### src/sv/ipv4lpm_pkg.sv
// ----------------------------------------------------------------------------
// ipv4lpm_pkg
// shared constants, types and helper functions of the ipv4 lpm forwarder
// ----------------------------------------------------------------------------
`default_nettype none

package ipv4lpm_pkg;

  localparam int ROUTE_ENTRIES = 64;
  localparam int IDX_W         = (ROUTE_ENTRIES > 1) ? $clog2(ROUTE_ENTRIES) : 1;
  localparam int CNT_W         = $clog2(ROUTE_ENTRIES + 1);

  localparam int ADDR_W = 32;
  localparam int LEN_W  = 6;
  localparam int TTL_W  = 8;
  localparam int CSUM_W = 16;

  // longest prefix that can match a 32-bit address
  localparam logic [LEN_W-1:0] MAX_LEN = LEN_W'(ADDR_W);

  // item function codes
  localparam logic FUNC_ADD = 1'b0;
  localparam logic FUNC_FWD = 1'b1;

  typedef enum logic [2:0] {
    DEC_LOCAL    = 3'd0,
    DEC_FORWARD  = 3'd1,
    DEC_NO_ROUTE = 3'd2,
    DEC_EXPIRED  = 3'd3,
    DEC_ADDED    = 3'd4,
    DEC_FULL     = 3'd5
  } decision_t;

  typedef struct packed {
    logic [ADDR_W-1:0] prefix;
    logic [LEN_W-1:0]  length;
    logic [ADDR_W-1:0] hop;
  } route_t;

  localparam int ROUTE_W = $bits(route_t);

  // control from the sequencer to the match unit
  typedef struct packed {
    logic clear;
    logic eval;
  } scan_ctl_t;

  // top len bits set; len of 32 or more gives all ones
  function automatic logic [ADDR_W-1:0] prefix_mask(input logic [LEN_W-1:0] len);
    prefix_mask = ~({ADDR_W{1'b1}} >> len);
  endfunction

  // incremental checksum update for a ttl decrement, end-around fold
  function automatic logic [CSUM_W-1:0] csum_dec(input logic [CSUM_W-1:0] csum);
    logic [CSUM_W:0]   sum;
    logic [CSUM_W-1:0] fold;
    sum  = {1'b0, ~csum} + {1'b0, 16'hfeff};
    fold = sum[CSUM_W-1:0] + CSUM_W'(sum[CSUM_W]);
    csum_dec = ~fold;
  endfunction

endpackage

`default_nettype wire

### src/sv/ipv4lpm_route_ram.sv
// ----------------------------------------------------------------------------
// ipv4lpm_route_ram
// simple dual-port route table memory, one write and one registered read port
// ----------------------------------------------------------------------------
`default_nettype none

module ipv4lpm_route_ram #(
  parameter int DEPTH = 64,
  parameter int WIDTH = 70,
  parameter int AW    = (DEPTH > 1) ? $clog2(DEPTH) : 1
) (
  input  wire logic             clk,
  input  wire logic             wr_en,
  input  wire logic [AW-1:0]    wr_addr,
  input  wire logic [WIDTH-1:0] wr_data,
  input  wire logic             rd_en,
  input  wire logic [AW-1:0]    rd_addr,
  output logic      [WIDTH-1:0] rd_data
);

  logic [WIDTH-1:0] mem_r [DEPTH];
  logic [WIDTH-1:0] rd_data_r;

  always_ff @(posedge clk) begin
    if (wr_en) begin
      mem_r[wr_addr] <= wr_data;
    end
  end

  always_ff @(posedge clk) begin
    if (rd_en) begin
      rd_data_r <= mem_r[rd_addr];
    end
  end

  assign rd_data = rd_data_r;

endmodule

`default_nettype wire

### src/sv/ipv4lpm_match.sv
// ----------------------------------------------------------------------------
// ipv4lpm_match
// compares one route entry per cycle and keeps the best match found so far
// ----------------------------------------------------------------------------
`default_nettype none

module ipv4lpm_match (
  input  wire logic                                 clk,
  input  wire logic                                 rst_n,
  input  wire ipv4lpm_pkg::scan_ctl_t               ctl,
  input  wire logic [ipv4lpm_pkg::ADDR_W-1:0]       dest,
  input  wire ipv4lpm_pkg::route_t                  entry,
  output logic                                      found,
  output logic      [ipv4lpm_pkg::ADDR_W-1:0]       best_hop
);

  logic                             found_r,    found_nxt;
  logic [ipv4lpm_pkg::LEN_W-1:0]    best_len_r, best_len_nxt;
  logic [ipv4lpm_pkg::ADDR_W-1:0]   best_hop_r, best_hop_nxt;
  logic                             hit;
  logic                             take;

  // prefix hit: length in range and the masked bits agree
  assign hit = (entry.length <= ipv4lpm_pkg::MAX_LEN) &&
               (((dest ^ entry.prefix) & ipv4lpm_pkg::prefix_mask(entry.length)) == '0);

  // equal length also wins so that the later entry replaces the earlier
  assign take = ctl.eval && hit && (entry.length >= best_len_r);

  always_comb begin
    found_nxt    = found_r;
    best_len_nxt = best_len_r;
    best_hop_nxt = best_hop_r;
    priority if (ctl.clear) begin
      found_nxt    = 1'b0;
      best_len_nxt = '0;
      best_hop_nxt = '0;
    end else if (take) begin
      found_nxt    = 1'b1;
      best_len_nxt = entry.length;
      best_hop_nxt = entry.hop;
    end
  end

  always_ff @(posedge clk) begin
    if (!rst_n) begin
      found_r    <= 1'b0;
      best_len_r <= '0;
    end else begin
      found_r    <= found_nxt;
      best_len_r <= best_len_nxt;
    end
  end

  always_ff @(posedge clk) begin
    best_hop_r <= best_hop_nxt;
  end

  assign found    = found_r;
  assign best_hop = best_hop_r;

endmodule

`default_nettype wire

### src/sv/ipv4_lpm_forwarder.sv
// ----------------------------------------------------------------------------
// ipv4_lpm_forwarder
// route table with longest prefix match lookup and ttl / checksum rewrite
// ----------------------------------------------------------------------------
// usage
//   an item transfers on a rising edge with start high and busy low. in_func
//   selects adding a route (appended at the table end) or forwarding a header.
//   each item gives exactly one result: out_valid is high for one cycle with
//   decision, next hop, ttl and checksum on the out_ ports. the receiver has
//   no stall, so every strobe is a completed transfer.
//   local_address is written through cfg_valid / cfg_ready (always ready);
//   write it only while the block is idle.
// sequencing
//   add, local delivery and a lookup in an empty table: result in the cycle
//   after the transfer, and busy stays low, so these run one per cycle.
//   a lookup reads the route memory one entry per cycle over all stored
//   routes, then passes the drain and finish states before its result;
//   busy is high in between. the single memory read port sets this pace.
// reset
//   rst_n low clears the route count, the local address and the sequencer;
//   table contents are not cleared, entries past the count are never read.
// ----------------------------------------------------------------------------
`default_nettype none

module ipv4_lpm_forwarder (
  input  wire logic                               clk,
  input  wire logic                               rst_n,
  // command channel
  input  wire logic                               start,
  output logic                                    busy,
  input  wire logic                               in_func,
  input  wire logic [ipv4lpm_pkg::ADDR_W-1:0]     in_address,
  input  wire logic [ipv4lpm_pkg::LEN_W-1:0]      in_mask_length,
  input  wire logic [ipv4lpm_pkg::ADDR_W-1:0]     in_next_hop,
  input  wire logic [ipv4lpm_pkg::TTL_W-1:0]      in_ttl,
  input  wire logic [ipv4lpm_pkg::CSUM_W-1:0]     in_checksum,
  // result channel
  output logic                                    out_valid,
  output logic      [2:0]                         out_decision,
  output logic      [ipv4lpm_pkg::ADDR_W-1:0]     out_hop_out,
  output logic      [ipv4lpm_pkg::TTL_W-1:0]      out_ttl_out,
  output logic      [ipv4lpm_pkg::CSUM_W-1:0]     out_checksum_out,
  // configuration channel
  input  wire logic                               cfg_valid,
  output logic                                    cfg_ready,
  input  wire logic [ipv4lpm_pkg::ADDR_W-1:0]     cfg_local_address
);

  // sequencer states
  typedef enum logic [3:0] {
    S_IDLE   = 4'b0001,
    S_SCAN   = 4'b0010,  // issuing one table read per cycle
    S_DRAIN  = 4'b0100,  // last read data being compared
    S_FINISH = 4'b1000   // best match settled, build the result
  } state_t;

  state_t                              state_r, state_nxt;
  logic [ipv4lpm_pkg::IDX_W-1:0]       idx_r, idx_nxt;
  logic                                rd_vld_r;
  logic [ipv4lpm_pkg::CNT_W-1:0]       count_r, count_nxt;
  logic [ipv4lpm_pkg::ADDR_W-1:0]      local_address_r;

  // header fields held during a lookup
  logic [ipv4lpm_pkg::ADDR_W-1:0]      dest_r, dest_nxt;
  logic [ipv4lpm_pkg::TTL_W-1:0]       ttl_r, ttl_nxt;
  logic [ipv4lpm_pkg::CSUM_W-1:0]      csum_r, csum_nxt;

  // result register
  logic                                out_valid_r, out_valid_nxt;
  ipv4lpm_pkg::decision_t              out_decision_r, out_decision_nxt;
  logic [ipv4lpm_pkg::ADDR_W-1:0]      out_hop_r, out_hop_nxt;
  logic [ipv4lpm_pkg::TTL_W-1:0]       out_ttl_r, out_ttl_nxt;
  logic [ipv4lpm_pkg::CSUM_W-1:0]      out_csum_r, out_csum_nxt;

  logic                                accept;
  logic                                table_full;
  logic                                last_read;
  logic                                wr_en;
  logic                                rd_en;
  ipv4lpm_pkg::route_t                 wr_entry;
  ipv4lpm_pkg::route_t                 rd_entry;
  ipv4lpm_pkg::scan_ctl_t              scan_ctl;
  logic                                match_found;
  logic [ipv4lpm_pkg::ADDR_W-1:0]      match_hop;

  assign busy      = (state_r != S_IDLE);
  assign accept    = start && !busy;
  assign cfg_ready = 1'b1;

  assign table_full = (count_r == ipv4lpm_pkg::CNT_W'(ipv4lpm_pkg::ROUTE_ENTRIES));
  assign last_read  = ((ipv4lpm_pkg::CNT_W'(idx_r) + ipv4lpm_pkg::CNT_W'(1)) == count_r);

  // appends go only in idle, scans only read: no same-entry overlap
  assign wr_en           = accept && (in_func == ipv4lpm_pkg::FUNC_ADD) && !table_full;
  assign wr_entry.prefix = in_address;
  assign wr_entry.length = in_mask_length;
  assign wr_entry.hop    = in_next_hop;
  assign rd_en           = (state_r == S_SCAN);

  assign scan_ctl.clear = accept;
  assign scan_ctl.eval  = rd_vld_r;

  ipv4lpm_route_ram #(
    .DEPTH (ipv4lpm_pkg::ROUTE_ENTRIES),
    .WIDTH (ipv4lpm_pkg::ROUTE_W)
  ) u_route_ram (
    .clk     (clk),
    .wr_en   (wr_en),
    .wr_addr (count_r[ipv4lpm_pkg::IDX_W-1:0]),
    .wr_data (wr_entry),
    .rd_en   (rd_en),
    .rd_addr (idx_r),
    .rd_data (rd_entry)
  );

  ipv4lpm_match u_match (
    .clk      (clk),
    .rst_n    (rst_n),
    .ctl      (scan_ctl),
    .dest     (dest_r),
    .entry    (rd_entry),
    .found    (match_found),
    .best_hop (match_hop)
  );

  always_comb begin
    state_nxt        = state_r;
    idx_nxt          = idx_r;
    count_nxt        = count_r;
    dest_nxt         = dest_r;
    ttl_nxt          = ttl_r;
    csum_nxt         = csum_r;
    out_valid_nxt    = 1'b0;
    out_decision_nxt = out_decision_r;
    out_hop_nxt      = out_hop_r;
    out_ttl_nxt      = out_ttl_r;
    out_csum_nxt     = out_csum_r;

    unique case (state_r)
      S_IDLE: begin
        if (accept) begin
          // default result fields, overridden only by a forward
          out_hop_nxt  = '0;
          out_ttl_nxt  = in_ttl;
          out_csum_nxt = in_checksum;
          priority if (in_func == ipv4lpm_pkg::FUNC_ADD) begin
            out_valid_nxt = 1'b1;
            if (table_full) begin
              out_decision_nxt = ipv4lpm_pkg::DEC_FULL;
            end else begin
              out_decision_nxt = ipv4lpm_pkg::DEC_ADDED;
              count_nxt        = count_r + ipv4lpm_pkg::CNT_W'(1);
            end
          end else if (in_address == local_address_r) begin
            out_valid_nxt    = 1'b1;
            out_decision_nxt = ipv4lpm_pkg::DEC_LOCAL;
          end else if (count_r == '0) begin
            out_valid_nxt    = 1'b1;
            out_decision_nxt = ipv4lpm_pkg::DEC_NO_ROUTE;
          end else begin
            dest_nxt  = in_address;
            ttl_nxt   = in_ttl;
            csum_nxt  = in_checksum;
            idx_nxt   = '0;
            state_nxt = S_SCAN;
          end
        end
      end
      S_SCAN: begin
        if (last_read) begin
          state_nxt = S_DRAIN;
        end else begin
          idx_nxt = idx_r + ipv4lpm_pkg::IDX_W'(1);
        end
      end
      S_DRAIN: begin
        state_nxt = S_FINISH;
      end
      S_FINISH: begin
        out_valid_nxt = 1'b1;
        out_ttl_nxt   = ttl_r;
        out_csum_nxt  = csum_r;
        out_hop_nxt   = '0;
        // no route takes precedence over an expired ttl
        priority if (!match_found) begin
          out_decision_nxt = ipv4lpm_pkg::DEC_NO_ROUTE;
        end else if (ttl_r == '0) begin
          out_decision_nxt = ipv4lpm_pkg::DEC_EXPIRED;
        end else begin
          out_decision_nxt = ipv4lpm_pkg::DEC_FORWARD;
          out_hop_nxt      = match_hop;
          out_ttl_nxt      = ttl_r - ipv4lpm_pkg::TTL_W'(1);
          out_csum_nxt     = ipv4lpm_pkg::csum_dec(csum_r);
        end
        state_nxt = S_IDLE;
      end
      default: begin
        state_nxt = S_IDLE;
      end
    endcase
  end

  always_ff @(posedge clk) begin
    if (!rst_n) begin
      state_r         <= S_IDLE;
      idx_r           <= '0;
      rd_vld_r        <= 1'b0;
      count_r         <= '0;
      local_address_r <= '0;
      out_valid_r     <= 1'b0;
    end else begin
      state_r     <= state_nxt;
      idx_r       <= idx_nxt;
      rd_vld_r    <= rd_en;
      count_r     <= count_nxt;
      out_valid_r <= out_valid_nxt;
      if (cfg_valid && cfg_ready) begin
        local_address_r <= cfg_local_address;
      end
    end
  end

  // payload registers
  always_ff @(posedge clk) begin
    dest_r         <= dest_nxt;
    ttl_r          <= ttl_nxt;
    csum_r         <= csum_nxt;
    out_decision_r <= out_decision_nxt;
    out_hop_r      <= out_hop_nxt;
    out_ttl_r      <= out_ttl_nxt;
    out_csum_r     <= out_csum_nxt;
  end

  assign out_valid        = out_valid_r;
  assign out_decision     = out_decision_r;
  assign out_hop_out      = out_hop_r;
  assign out_ttl_out      = out_ttl_r;
  assign out_checksum_out = out_csum_r;

  // a scan is only started with at least one stored route
  a_scan_nonempty: assert property (@(posedge clk) disable iff (!rst_n)
    (state_r == S_SCAN) |-> (count_r != '0))
    else $error("scan running over an empty table");

  // the route count never passes the table depth
  a_count_bound: assert property (@(posedge clk) disable iff (!rst_n)
    count_r <= ipv4lpm_pkg::CNT_W'(ipv4lpm_pkg::ROUTE_ENTRIES))
    else $error("route count beyond table depth");

  // read data is compared only for reads issued during the scan
  a_read_source: assert property (@(posedge clk) disable iff (!rst_n)
    rd_vld_r |=> ($past(state_r) == S_SCAN || $past(state_r) == S_DRAIN))
    else $error("compare without a scan read");

  // a result strobe follows either a transfer in idle or the finish step
  a_result_source: assert property (@(posedge clk) disable iff (!rst_n)
    $rose(out_valid) |-> ($past(accept) || $past(state_r) == S_FINISH))
    else $error("result strobe without a cause");

  // the table is never appended while a lookup is in flight
  a_no_write_in_scan: assert property (@(posedge clk) disable iff (!rst_n)
    (state_r != S_IDLE) |-> !wr_en)
    else $error("table write during lookup");

endmodule

`default_nettype wire

### config.mk
export PLATFORM = sky130hd
export DESIGN_NAME = ipv4_lpm_forwarder
export DESIGN_NICKNAME = d
export VERILOG_FILES = /design/src/sv/ipv4lpm_pkg.sv /design/src/sv/ipv4lpm_route_ram.sv /design/src/sv/ipv4lpm_match.sv /design/src/sv/ipv4_lpm_forwarder.sv
export SDC_FILE = /design/constraint.sdc
export NUM_CORES = 2
export LEC_CHECK = 0
export BUFFER_PORTS_ARGS = -buffer_cell sky130_fd_sc_hd__buf_2
export CAP_MARGIN = 20
export CORE_MARGIN = 2
export CORE_UTILIZATION = 25
export CTS_BUF_LIST = sky130_fd_sc_hd__clkbuf_4 sky130_fd_sc_hd__clkbuf_8
export DETAILED_ROUTE_END_ITERATION = 10
export GPL_ROUTABILITY_DRIVEN = 1
export GPL_TIMING_DRIVEN = 0
export PLACE_DENSITY = 0.41
export SYNTH_ARGS = -nofsm -noshare
export SYNTH_HDL_FRONTEND = slang
export SYNTH_MEMORY_MAX_BITS = 65536
export SYNTH_SLANG_ARGS = --single-unit
### constraint.sdc
create_clock -name clk -period 8.3 [get_ports clk]
set_input_delay 0.415 -clock clk [delete_from_list [all_inputs] [get_ports clk]]
set_output_delay 0.415 -clock clk [all_outputs]
set_load 0.005 [all_outputs]
==> reports/results.txt <==
outcome = finished clean
std cell rows = 312
Final Max Slew Viols = 0
clock root buffer = clkbuf_8
Post-Syn Nets = 7509
Die Width = 855 um
fmax = 196 MHz
Final Skew = 0.0849 ns
worst path arrival time = 6.07 ns
Post-Syn Area per Cell = 24.6 um2
DP HPWL = 402000 um
first-pass iteration count of the detailed router = 9
Comb pwr share = 2.0%
Int Pwr = 37300 uW
dpl cell area = 202000 um2
Crit. End Element = flip-flop
FF-to-FF End = u_route_ram.mem_r[6][39]
Slew @ Worst Pin = 1.18 ns
Mapped Area = 181000 um2
H-tree depth = 6
# IOs = 193
Worst Reg2Reg Path Length in Cells = 9
worst reg2reg setup slack = 3.20 ns
synthesis-stage register bit count = 4755
Synth Flop Type = edfxtp_1
fin crit share = 61.4%
first-pass GRT wire length = 772000 um
max_slew headroom = 21.3%
area fraction of the dominant cell type after synthesis = 77.3%
hold path endpoint = u_route_ram.mem_r[1][56]
via/cell ratio = 4.57
largest net degree at the start of global routing = 67
WL/cell = 29.6 um
post-synthesis async set-or-reset flop share = 0%
post-route ant nets = 0
post-route cell area = 221000 um2
Crit Path Max Fanout = 22
GRT overflow = 0
layout cell share with drive strength beyond 1 = 35.9%
leakage power = 0.0660 uW
MaxCap Viol Count = 0
CP Class = flip-flop to flip-flop
Die ar. = 732000 um2
CP Data Required Time = 9.27 ns
hold path depth = 2
nets@finish = 9183
sequential share of power = 55.5%
Setup Viol. Count Final = 0
startpoint class of the critical path = flip-flop
sequential share of the synthesized area = 78.3%
most instantiated cells after synthesis = edfxtp_1 (4665), mux4_2 (1470), clkbuf_1 (277)
ranking of synthesized cells by area = edfxtp_1 (77%), mux4_2 (18%), dfxtp_1 (0.99%)
EDFF count, synth = 4665
initial drt markers = 9587
Switch Pwr = 10400 uW
Sw Share = 21.7%
number of global-route vias before repair = 92300
pwr/cell area = 216 nW/um2
core area = 722000 um2
count leader, synth = edfxtp_1
total wire length = 572000 um
Final Hold Viols = 0
CTS tree = built
area delta synth->final = 22.0%
Worst R2R Start = state_r[0]
fin util = 30.6%
fin crit period = 5.10 ns
CTS Buffer Depth = 4
PortBufs = 190
Die Y = 855 um
Initial Util = 25.1%
GPL Wtd Cong = 0.764
Post-route DRC = 0
setup TNS = 0 ns
post-synth cell types = 61
Post-Synthesis Cells = 7364
Global Route Usage Sum = 15.2%
YS warnings = 0
CTS Buf Count = 784
worst skew pair latency = 1.33 ns
initial antenna violation count = 72
clk slew on worst S/H paths = 0.06 ns
Vias = 88200
Worst VDD drop = 0.162 mV
hold_ws = 0.0498 ns
HP Class = input port to flip-flop
Clock Sinks = 4755
dominant cell type by area after synthesis = edfxtp_1
Clock power frac = 42.5%
RSZ-0062 raised after global routing = false
worst hold start = in_address[18]
==> routing by layer <==
layer | up-vias | GRT usage, % | routed length, um
met3 | 855 | 2.80 | 37000
met1 | 48700 | 20.7 | 246000
li1 | 35400 | - | -
met2 | 3211 | 25.2 | 275000
met4 | 24 | 3.68 | 13700
met5 | - | 0 | 143
==> stage by stage <==
step | instances | total power (uW) | setup WS, ns
floorplan | 7364 | 27200 | 2.48
global placement | 17100 | 27700 | -5.71
detailed placement | 17500 | 27800 | 2.85
CTS | 19200 | 48300 | 2.77
global route | 19300 | 49400 | 2.93
finish | 19300 | 47700 | 3.20
==> worst max-delay path, stage by stage, from the launching register on <==
cell	delay, ns
dfxtp_1	0.49
nor4b_1	0.60
nand2_1	0.48
nor2_1	0.46
nand2_1	0.28
nor2_1	0.36
nand2_1	0.54
nor2_4	0.88
buf_12	0.28
buf_12	0.22
==> final cells by class <==
cell class                 instances  area (um2)
inverter                          18        67.6
fill                           69300      501000
clock buffer                    1098       13300
timing repair buffer             888       12000
sequential                      4755      142000
multi-input combinational       2205       38300
buffer                           386        1580
tap                             9577       12000
clock inverter                   341        1910
antenna                           33        82.6
==> how the worst max path moves through the flow <==
stage,from,end,slack (ns)
floorplan,state_r[0],u_route_ram.mem_r[31][0],2.48
global placement,state_r[0],u_route_ram.mem_r[31][15],-5.71
detailed placement,state_r[0],u_route_ram.mem_r[6][38],2.85
CTS,state_r[0],u_route_ram.mem_r[6][35],2.77
global route,state_r[0],u_route_ram.mem_r[6][39],2.93
finish,state_r[0],u_route_ram.mem_r[6][39],3.20
==> kinds of logic after synthesis <==
family,after synthesis,share of synthesized area (%)
xor+xnor,106,0.512
simple gates,419,1.12
other cells,1,0.00207
flops,4755,78.3
compound gates,120,0.423
mux,1544,18.7
fa+ha+maj,15,0.103
buf+inv,404,0.868
==> power by group through the flow <==
stage	registers [uW]	clock network (uW)	logic [uW]
finish	26500	20300	971
global route	26500	21900	1050
CTS	26500	20900	938
detailed placement	27000	0	837
global placement	27000	0	732
floorplan	27000	0	192
==> cell usage in the layout, fill, tap and decap left out, types with 146 or more instances in the layout <==
cell | netlist | final
clkinv_1 | 0 | 209
dlygate4sd3_1 | 0 | 254
clkbuf_4 | 0 | 297
clkbuf_8 | 0 | 809
buf_2 | 17 | 213
clkbuf_1 | 277 | 242
buf_12 | 1 | 298
nand2_1 | 147 | 146
mux4_2 | 1470 | 1470
edfxtp_1 | 4665 | 4665
==> what timing repair did <==
action,CTS,global route
endpoints found under the hold margin,4624,128
setup buffers,0,0
gates resized for setup,0,0
hold buffers,231,23
==> state kept, by name (all words and copies together), names as in the netlist <==
signal	flops
ttl_r	8
u_route_ram.mem_r	4480
out_checksum_out	16
u_route_ram.rd_data	70
u_match.found	1
u_match.best_len_r	6
rd_vld_r	1
dest_r	32
out_decision	3
local_address_r	32
out_valid	1
idx_r	6
out_ttl_out	8
csum_r	16
state_r	4
u_match.best_hop	32
count_r	7
out_hop_out	32
Note: power is estimated with default switching activity, not from simulation.
